**src/lkv_pkg.sv**
```systemverilog
// ----------------------------------------------------------------------------
// lkv_pkg: shared types and constants for the lru key/value cache
// sizes, request and result words, request mode codes
// ----------------------------------------------------------------------------
package lkv_pkg;

    localparam int ENTRIES = 16;
    localparam int IDX_W   = (ENTRIES > 1) ? $clog2(ENTRIES) : 1;
    localparam int CNT_W   = $clog2(ENTRIES + 1);
    localparam int KEY_W   = 32;
    localparam int VAL_W   = 32;
    localparam int CAP_W   = 5;

    localparam logic [CAP_W-1:0] CAP_RESET = 5'd16;

    localparam logic MODE_GET = 1'b0;
    localparam logic MODE_PUT = 1'b1;

    typedef struct packed {
        logic                    mode;
        logic signed [KEY_W-1:0] key;
        logic signed [VAL_W-1:0] value;
    } req_t;

    typedef struct packed {
        logic                    found;
        logic signed [VAL_W-1:0] read_value;
        logic                    evicted;
        logic signed [KEY_W-1:0] evicted_key;
    } res_t;

endpackage

```
**src/lkv_in_reg.sv**
```systemverilog
// ----------------------------------------------------------------------------
// lkv_in_reg: request input register
// holds one accepted request until the store consumes it
// ----------------------------------------------------------------------------
module lkv_in_reg
(
    input  logic          clk,
    input  logic          rst_n,
    input  logic          in_valid,
    output logic          in_stall,
    input  lkv_pkg::req_t req_in,
    input  logic          advance,
    output logic          req_valid,
    output lkv_pkg::req_t req_out
);

    logic          valid_reg;
    logic          valid_next;
    lkv_pkg::req_t req_reg;
    logic          load;

    // stall only while holding a request that cannot move on
    assign in_stall = valid_reg && !advance;
    assign load     = in_valid && !in_stall;

    always_comb
    begin
        valid_next = valid_reg;
        if (load)
        begin
            valid_next = 1'b1;
        end
        else if (advance)
        begin
            valid_next = 1'b0;
        end
    end

    always_ff @(posedge clk or negedge rst_n)
    begin
        if (!rst_n)
        begin
            valid_reg <= 1'b0;
        end
        else
        begin
            valid_reg <= valid_next;
        end
    end

    always_ff @(posedge clk)
    begin
        if (load)
        begin
            req_reg <= req_in;
        end
    end

    assign req_valid = valid_reg;
    assign req_out   = req_reg;

endmodule

```
**src/lkv_store.sv**
```systemverilog
// ----------------------------------------------------------------------------
// lkv_store: entry store with parallel lookup and recency ranking
// decides hit, fill or eviction and updates the entries on commit
// ----------------------------------------------------------------------------
module lkv_store
(
    input  logic                        clk,
    input  logic                        rst_n,
    input  logic [lkv_pkg::CAP_W-1:0]   capacity,
    input  logic                        commit,
    input  lkv_pkg::req_t               req,
    output lkv_pkg::res_t               res
);

    logic [lkv_pkg::KEY_W-1:0] key_mem   [lkv_pkg::ENTRIES];
    logic [lkv_pkg::VAL_W-1:0] value_mem [lkv_pkg::ENTRIES];
    logic [lkv_pkg::IDX_W-1:0] rank_reg  [lkv_pkg::ENTRIES];
    logic [lkv_pkg::IDX_W-1:0] rank_next [lkv_pkg::ENTRIES];
    logic [lkv_pkg::ENTRIES-1:0] valid_reg;
    logic [lkv_pkg::ENTRIES-1:0] valid_next;
    logic [lkv_pkg::CNT_W-1:0] occ_reg;
    logic [lkv_pkg::CNT_W-1:0] occ_next;

    logic [lkv_pkg::CNT_W-1:0] cap_eff;
    logic [lkv_pkg::CNT_W-1:0] occ_last;
    logic [lkv_pkg::ENTRIES-1:0] hit_vec;
    logic [lkv_pkg::ENTRIES-1:0] victim_vec;
    logic [lkv_pkg::IDX_W-1:0] hit_idx;
    logic [lkv_pkg::IDX_W-1:0] victim_idx;
    logic [lkv_pkg::IDX_W-1:0] free_idx;
    logic [lkv_pkg::IDX_W-1:0] sel_idx;
    logic [lkv_pkg::IDX_W-1:0] old_rank;
    logic active;
    logic full;
    logic do_hit;
    logic do_evict;
    logic do_fill;
    logic touch;
    logic is_put;

    // capacity saturates at the number of entries
    always_comb
    begin
        if (32'(capacity) > lkv_pkg::ENTRIES)
        begin
            cap_eff = lkv_pkg::CNT_W'(lkv_pkg::ENTRIES);
        end
        else
        begin
            cap_eff = lkv_pkg::CNT_W'(capacity);
        end
    end

    assign occ_last = occ_reg - lkv_pkg::CNT_W'(1);

    // per-entry compares, least recent entry holds rank occupancy-1
    always_comb
    begin
        for (int i = 0; i < lkv_pkg::ENTRIES; i++)
        begin
            hit_vec[i]    = valid_reg[i] && (key_mem[i] == req.key);
            victim_vec[i] = valid_reg[i] && (lkv_pkg::CNT_W'(rank_reg[i]) == occ_last);
        end
    end

    // lowest index wins
    always_comb
    begin
        hit_idx    = '0;
        victim_idx = '0;
        free_idx   = '0;
        for (int i = lkv_pkg::ENTRIES - 1; i >= 0; i--)
        begin
            if (hit_vec[i])
            begin
                hit_idx = lkv_pkg::IDX_W'(i);
            end
            if (victim_vec[i])
            begin
                victim_idx = lkv_pkg::IDX_W'(i);
            end
            if (!valid_reg[i])
            begin
                free_idx = lkv_pkg::IDX_W'(i);
            end
        end
    end

    assign is_put   = (req.mode == lkv_pkg::MODE_PUT);
    assign active   = (cap_eff != '0);
    assign full     = (occ_reg >= cap_eff);
    assign do_hit   = active && (|hit_vec);
    assign do_evict = active && !(|hit_vec) && is_put && full;
    assign do_fill  = active && !(|hit_vec) && is_put && !full;
    assign touch    = do_hit || do_evict || do_fill;

    always_comb
    begin
        if (do_hit)
        begin
            sel_idx = hit_idx;
        end
        else if (do_evict)
        begin
            sel_idx = victim_idx;
        end
        else
        begin
            sel_idx = free_idx;
        end
    end

    assign old_rank = rank_reg[sel_idx];

    always_comb
    begin
        res.found       = do_hit;
        res.read_value  = (do_hit && !is_put) ? value_mem[hit_idx] : '0;
        res.evicted     = do_evict;
        res.evicted_key = do_evict ? key_mem[victim_idx] : '0;
    end

    // promote the touched entry, age the ones that were more recent, or every valid one on a fill
    always_comb
    begin
        valid_next = valid_reg;
        occ_next   = occ_reg;
        for (int i = 0; i < lkv_pkg::ENTRIES; i++)
        begin
            rank_next[i] = rank_reg[i];
            if (touch)
            begin
                if (lkv_pkg::IDX_W'(i) == sel_idx)
                begin
                    rank_next[i] = '0;
                end
                else if (valid_reg[i] && (do_fill || (rank_reg[i] < old_rank)))
                begin
                    rank_next[i] = rank_reg[i] + lkv_pkg::IDX_W'(1);
                end
            end
        end
        if (do_fill)
        begin
            valid_next[sel_idx] = 1'b1;
            occ_next            = occ_reg + lkv_pkg::CNT_W'(1);
        end
    end

    always_ff @(posedge clk or negedge rst_n)
    begin
        if (!rst_n)
        begin
            valid_reg <= '0;
            occ_reg   <= '0;
            for (int i = 0; i < lkv_pkg::ENTRIES; i++)
            begin
                rank_reg[i] <= '0;
            end
        end
        else if (commit)
        begin
            valid_reg <= valid_next;
            occ_reg   <= occ_next;
            for (int i = 0; i < lkv_pkg::ENTRIES; i++)
            begin
                rank_reg[i] <= rank_next[i];
            end
        end
    end

    always_ff @(posedge clk)
    begin
        if (commit)
        begin
            if (do_evict || do_fill)
            begin
                key_mem[sel_idx] <= req.key;
            end
            if (touch && is_put)
            begin
                value_mem[sel_idx] <= req.value;
            end
        end
    end

endmodule

```
**src/lkv_out_reg.sv**
```systemverilog
// ----------------------------------------------------------------------------
// lkv_out_reg: result output register
// holds one result word until the consumer takes it
// ----------------------------------------------------------------------------
module lkv_out_reg
(
    input  logic          clk,
    input  logic          rst_n,
    input  logic          load,
    input  lkv_pkg::res_t res_in,
    output logic          can_take,
    output logic          out_valid,
    input  logic          out_stall,
    output lkv_pkg::res_t res_out
);

    logic          valid_reg;
    logic          valid_next;
    lkv_pkg::res_t res_reg;

    // room when empty or when the held word leaves this edge
    assign can_take = !valid_reg || !out_stall;

    always_comb
    begin
        valid_next = valid_reg;
        if (load)
        begin
            valid_next = 1'b1;
        end
        else if (!out_stall)
        begin
            valid_next = 1'b0;
        end
    end

    always_ff @(posedge clk or negedge rst_n)
    begin
        if (!rst_n)
        begin
            valid_reg <= 1'b0;
        end
        else
        begin
            valid_reg <= valid_next;
        end
    end

    always_ff @(posedge clk)
    begin
        if (load)
        begin
            res_reg <= res_in;
        end
    end

    assign out_valid = valid_reg;
    assign res_out   = res_reg;

endmodule

```
**src/lru_key_value_cache.sv**
```systemverilog
// ----------------------------------------------------------------------------
// lru_key_value_cache: fully associative key/value cache, lru replacement
// get/put requests in, one result word out per request
// ----------------------------------------------------------------------------
//
//  channel  | handshake                | payload
//  ---------+--------------------------+-------------------------------------
//  config   | cfg_valid / cfg_ready    | capacity[4:0]
//  request  | in_valid / in_stall      | mode, key[31:0], value[31:0]
//  result   | out_valid / out_stall    | found, read_value, evicted, evicted_key
//
//  one request per cycle sustained while out_stall is low; a request word
//  passes through the input register, then lookup and update of all
//  entries in one pass into the result register
//  reset clears valid bits, recency ranks and occupancy; capacity returns to 16
//  out_stall holds the result register and backs up into in_stall in the
//  same cycle once the input register is also full
//
module lru_key_value_cache
(
    input  logic                        clk,
    input  logic                        rst_n,
    input  logic                        cfg_valid,
    output logic                        cfg_ready,
    input  logic [lkv_pkg::CAP_W-1:0]   capacity,
    input  logic                        in_valid,
    output logic                        in_stall,
    input  logic                        mode,
    input  logic signed [lkv_pkg::KEY_W-1:0] key,
    input  logic signed [lkv_pkg::VAL_W-1:0] value,
    output logic                        out_valid,
    input  logic                        out_stall,
    output logic                        found,
    output logic signed [lkv_pkg::VAL_W-1:0] read_value,
    output logic                        evicted,
    output logic signed [lkv_pkg::KEY_W-1:0] evicted_key
);

    logic [lkv_pkg::CAP_W-1:0] capacity_reg;
    lkv_pkg::req_t req_in;
    lkv_pkg::req_t req_q;
    lkv_pkg::res_t res_d;
    lkv_pkg::res_t res_q;
    logic          req_q_valid;
    logic          can_take;
    logic          advance;

    // config always taken; user must let writes land only while idle, unchecked
    assign cfg_ready = 1'b1;

    always_ff @(posedge clk or negedge rst_n)
    begin
        if (!rst_n)
        begin
            capacity_reg <= lkv_pkg::CAP_RESET;
        end
        else if (cfg_valid && cfg_ready)
        begin
            capacity_reg <= capacity;
        end
    end

    assign req_in.mode  = mode;
    assign req_in.key   = key;
    assign req_in.value = value;

    // request moves from input register into the store when result has room
    assign advance = req_q_valid && can_take;

    lkv_in_reg u_in_reg
    (
        .clk       (clk),
        .rst_n     (rst_n),
        .in_valid  (in_valid),
        .in_stall  (in_stall),
        .req_in    (req_in),
        .advance   (advance),
        .req_valid (req_q_valid),
        .req_out   (req_q)
    );

    // lookup and state update commit on the same edge the result is loaded
    lkv_store u_store
    (
        .clk      (clk),
        .rst_n    (rst_n),
        .capacity (capacity_reg),
        .commit   (advance),
        .req      (req_q),
        .res      (res_d)
    );

    lkv_out_reg u_out_reg
    (
        .clk       (clk),
        .rst_n     (rst_n),
        .load      (advance),
        .res_in    (res_d),
        .can_take  (can_take),
        .out_valid (out_valid),
        .out_stall (out_stall),
        .res_out   (res_q)
    );

    assign found       = res_q.found;
    assign read_value  = res_q.read_value;
    assign evicted     = res_q.evicted;
    assign evicted_key = res_q.evicted_key;

    // a hit never evicts
    assert property (@(posedge clk) disable iff (!rst_n)
        out_valid |-> !(found && evicted))
        else $error("hit and eviction reported together");

    // an eviction only comes from a put, which returns no data
    assert property (@(posedge clk) disable iff (!rst_n)
        out_valid && evicted |-> (read_value == '0))
        else $error("eviction result carries read data");

    // a request handed to the store shows up as a result next cycle
    assert property (@(posedge clk) disable iff (!rst_n)
        advance |=> out_valid)
        else $error("committed request produced no result");

    // input stalls only while a request is held
    assert property (@(posedge clk) disable iff (!rst_n)
        in_stall |-> req_q_valid)
        else $error("input stalled with empty input register");

endmodule

```
**config.mk**
```make
export PLATFORM = sky130hd
export DESIGN_NAME = lru_key_value_cache
export DESIGN_NICKNAME = d
export VERILOG_FILES = /design/src/lkv_pkg.sv /design/src/lkv_in_reg.sv /design/src/lkv_store.sv /design/src/lkv_out_reg.sv /design/src/lru_key_value_cache.sv
export SDC_FILE = /design/constraint.sdc
export NUM_CORES = 2
export LEC_CHECK = 0
export BUFFER_PORTS_ARGS = -buffer_cell sky130_fd_sc_hd__buf_2
export CORE_ASPECT_RATIO = 1.5
export CORE_UTILIZATION = 25
export CTS_BUF_LIST = sky130_fd_sc_hd__clkbuf_8
export DETAILED_ROUTE_END_ITERATION = 8
export PLACE_DENSITY = 0.4
export SLEW_MARGIN = 10
export SYNTH_ARGS = -nofsm -noshare
export SYNTH_HDL_FRONTEND = slang
export SYNTH_SLANG_ARGS = --single-unit
```
**constraint.sdc**
```tcl
create_clock -name clk -period 19.6 [get_ports clk]
set_input_delay 1.96 -clock clk [delete_from_list [all_inputs] [get_ports clk]]
set_output_delay 1.96 -clock clk [all_outputs]
set_load 0.01 [all_outputs]
```
==> metrics.md <==
| Metric | Value |
|---|---|
| Status | `completed` |
| Max incr delay on CP | `0.90 ns` |
| Postcts setup bufs | `0` |
| Synth unique cells | `90` |
| Ports | `144` |
| Drt wl/cell | `between 20 and 30 microns` |
| Die X | `between 400 and 500 microns` |
| Worst EP arrival | `between 8 and 9 ns` |
| Root Driver | `clkbuf_8` |
| # setup viols final | `0` |
| DR vias/cell | `approximately 5.1` |
| Final ANT Viol Nets | `0` |
| Post-Syn Nets | `4664` |
| Final non-filler cell total | `7993` |
| Max stage delay cell, worst path | `a311oi_1` |
| Async S/R FF share, synth | `7.38%` |
| DP Wirelength | `~160 mm` |
| H-tree depth | `4` |
| Worst slew pin tran | `~1.3 ns` |
| Fin Setup TNS | `0 ns` |
| Clk_lat worst skew | `1.00 ns` |
| CTS Hold Buffers Added | `0` |
| Largest net degree at the start of global routing | `155` |
| Cell Chain, Critical Path | `buf_4 > inv_1 > ha_1 > nor3b_2 > xor2_2 > nor4_1 > nor4_1 > a221o_1 > nand2_1 > nand2_4 > buf_4 > buf_4 > nand2_1 > nand2_1 > nor2_1 > a311oi_1 > a211oi_1 > a211oi_1` |
| Core ar. | `239000 sq um` |
| Power Total | `11.5 mW` |
| Synth Area in XOR/XNOR | `8.92%` |
| Multi-input logic area | `22200 sq um` |
| Pleak | `23.6 nW` |
| Placed Cells | `roughly 7600` |
| DIE AREA | `243000 sq um` |
| Maximum clock rate | `0.126 GHz` |
| Most common library cell in the layout ignoring fill and taps | `edfxtp_1` |
| Startpoint types | `flop` |
| Detailed Routing Iterations Pass 1 | `6` |
| Row Count | `220` |
| Unrepaired setup endpoints after global routing | `false` |
| CP endpoint kind | `flop` |
| Grt ovf | `0` |
| Register area | `37000 sq um` |
| Multiplexer share of the synthesized area | `between 6 and 7%` |
| Initial Util | `25.1%` |
| VDD IR max | `0.318 mV` |
| Number of global-route vias before repair | `41542` |
| Area contributors post-synth | `edfxtp_1, xor2_1, mux4_2, dfrtp_1, nand2_1` |
| Synthesized area | `60100 sq um` |
| Most frequent cells in the layout | `edfxtp_1, nand2_1, xor2_1` |
| Post-synth top area share | `57.7%` |
| Clock sinks | `1247` |
| Initial antenna violation count | `11` |
| PwrDens | `approximately 170 nW/um^2` |
| Fin nets | `4865` |
| Placer Congestion | `0.900` |
| Synth Instances | `4518` |
| #FFs+latches synth | `1247` |
| Worst path required time | `20.22 ns` |
| Critical path type | `flop to flop` |
| Die H | `603 microns` |
| Starting DRT DRC Count | `about 3100` |
| Layout area overhead | `14.3%` |
| Fin area | `approximately 69000 sq um` |
| Post-Synth Simple-Gate Area | `12.2%` |
| Syn avg cell area | `13.3 sq um` |
| Clock Skews | `about 0.15 ns` |
| Final hold vios | `0` |
| First-pass GRT wire length | `329 mm` |
| Maximum root-to-sink buffer count | `4` |
| Ratio of cells with drive above 1 in the final layout | `15.1%` |
| Fill count | `around 24000` |
| Final Max Tran Viols | `0` |
| TritonCTS Buffers | `217` |
| Post_cts resized | `0` |
| Combinational family with the most area after synthesis | `simple AND/OR/NAND/NOR gates` |
| Port bufs | `142` |
| Complex-gate fraction of the synthesized area | `under 10%` |
| DP Area | `64800 sq um` |
| Adder-Cell Fraction of Synth Area | `1.48%` |
| CTS tree | `done` |
| Post-synth EDFFs | `~1200` |
| Cell family with most CP delay | `compound AO/OA/AOI/OAI gates` |
| Main synth FF type | `edfxtp_1` |
| Worst-path clk slew | `0.06 ns` |
| Vias | `40651` |
| Post-layout util | `28.7%` |
| Yosys warns | `0` |
| WL final | `238 mm` |
| Period utilization | `40.4%` |
| DRC | `0` |
| Min-Delay Path Class | `flop to flop` |
| Sequential-to-total area share from yosys stat | `61.5%` |
| Critical path peak fanout | `57` |
| Max-cap viol count | `0` |
| Min Tclk post-route | `7.92 ns` |
| Max_slew headroom | `11.8%` |
| Global Route Usage Sum | `between 10% and 20%` |
| WP buf/inv | `4` |
| Largest area contributor in the netlist | `edfxtp_1` |
## through the flow
step	setup slack [ns]	hold slack [ns]
after global routing	11.24	0.536
after floorplan	12.61	0.449
after global placement	11.85	0.472
final	11.68	0.500
after detailed placement	11.80	0.481
after CTS	11.78	0.501
## final cells by class
cell class                 instances  area share (%)
sequential                      1247            53.8
multi-input combinational       2953            32.3
tap                             3108            5.66
clock buffer                     219            4.39
timing repair buffer             255            2.35
clock inverter                   159            1.20
inverter                          45           0.246
antenna                            7          0.0255
## synth_stat cells, drive strengths merged, types with 6 or more instances
| cell type | number |
|---|---|
| xnor2 | 112 |
| mux2i | 73 |
| or4 | 44 |
| o21a | 8 |
| buf | 109 |
| ha | 71 |
| nor2 | 140 |
| inv | 45 |
| or2 | 8 |
| a21o | 18 |
| nand2b | 9 |
| and2 | 22 |
| o22ai | 6 |
| o21ai | 47 |
| mux4 | 127 |
| nor3 | 46 |
| nor4b | 16 |
| nor4 | 200 |
| nand4 | 62 |
| xnor3 | 13 |
| dfrtp | 91 |
| xor2 | 464 |
| a211o | 8 |
| a31o | 8 |
| and3 | 45 |
| nand3 | 106 |
| nand4b | 24 |
| nand2 | 583 |
| nor2b | 103 |
| a21oi | 90 |
| clkbuf | 164 |
| edfxtp | 1155 |
| a311oi | 68 |
| and4 | 7 |
| a31oi | 76 |
| o211ai | 48 |
| a211oi | 180 |
| nand3b | 6 |
| or3 | 19 |
| mux2 | 7 |
| o21bai | 10 |
| o211a | 8 |
## where the power goes
group	internal, mW	total [mW]	leakage [nW]	switching (mW)
combinational	1.52	5.86	9.76	4.33
clock	1.11	2.26	2.26	1.15
sequential	3.16	3.40	11.5	0.242
total	5.79	11.5	23.6	5.73
## final timing paths
path	from	endpoint	slack, ns	cells after the start
worst max-delay path	u_store.occ_reg[0]	u_out_reg.res_out[1]	11.68	18
worst min-delay path	u_in_reg.req_valid	u_out_reg.out_valid	0.50	1
worst max register to register	u_store.occ_reg[0]	u_out_reg.res_out[1]	11.68	18
worst min register to register	u_in_reg.req_valid	u_out_reg.out_valid	0.50	1
max in group asynchronous	rst_n	u_store.rank_reg[27]	17.32	2
min in group asynchronous	rst_n	capacity_reg[2]	1.01	1
## layer usage
| layer | vias up | routed length, microns | GRT usage [%] |
|---|---|---|---|
| met3 | 440 | 11200 | 2.63 |
| met4 | 0 | 12700 | 9.40 |
| met2 | 1404 | 118000 | 33.2 |
| met5 | - | 0 | 0 |
| met1 | 21045 | 95500 | 23.1 |
| li1 | 17762 | - | - |
## cells by family (layout without fill, tap and decap cells)
group,count (synthesis),in the layout
buf+inv,318,678
mux,207,207
compound gates,630,630
flops,1247,1247
simple gates,1455,1455
xor+xnor,589,589
other cells,1,8
fa+ha+maj,71,71
Note: power is estimated with default switching activity, not from simulation.
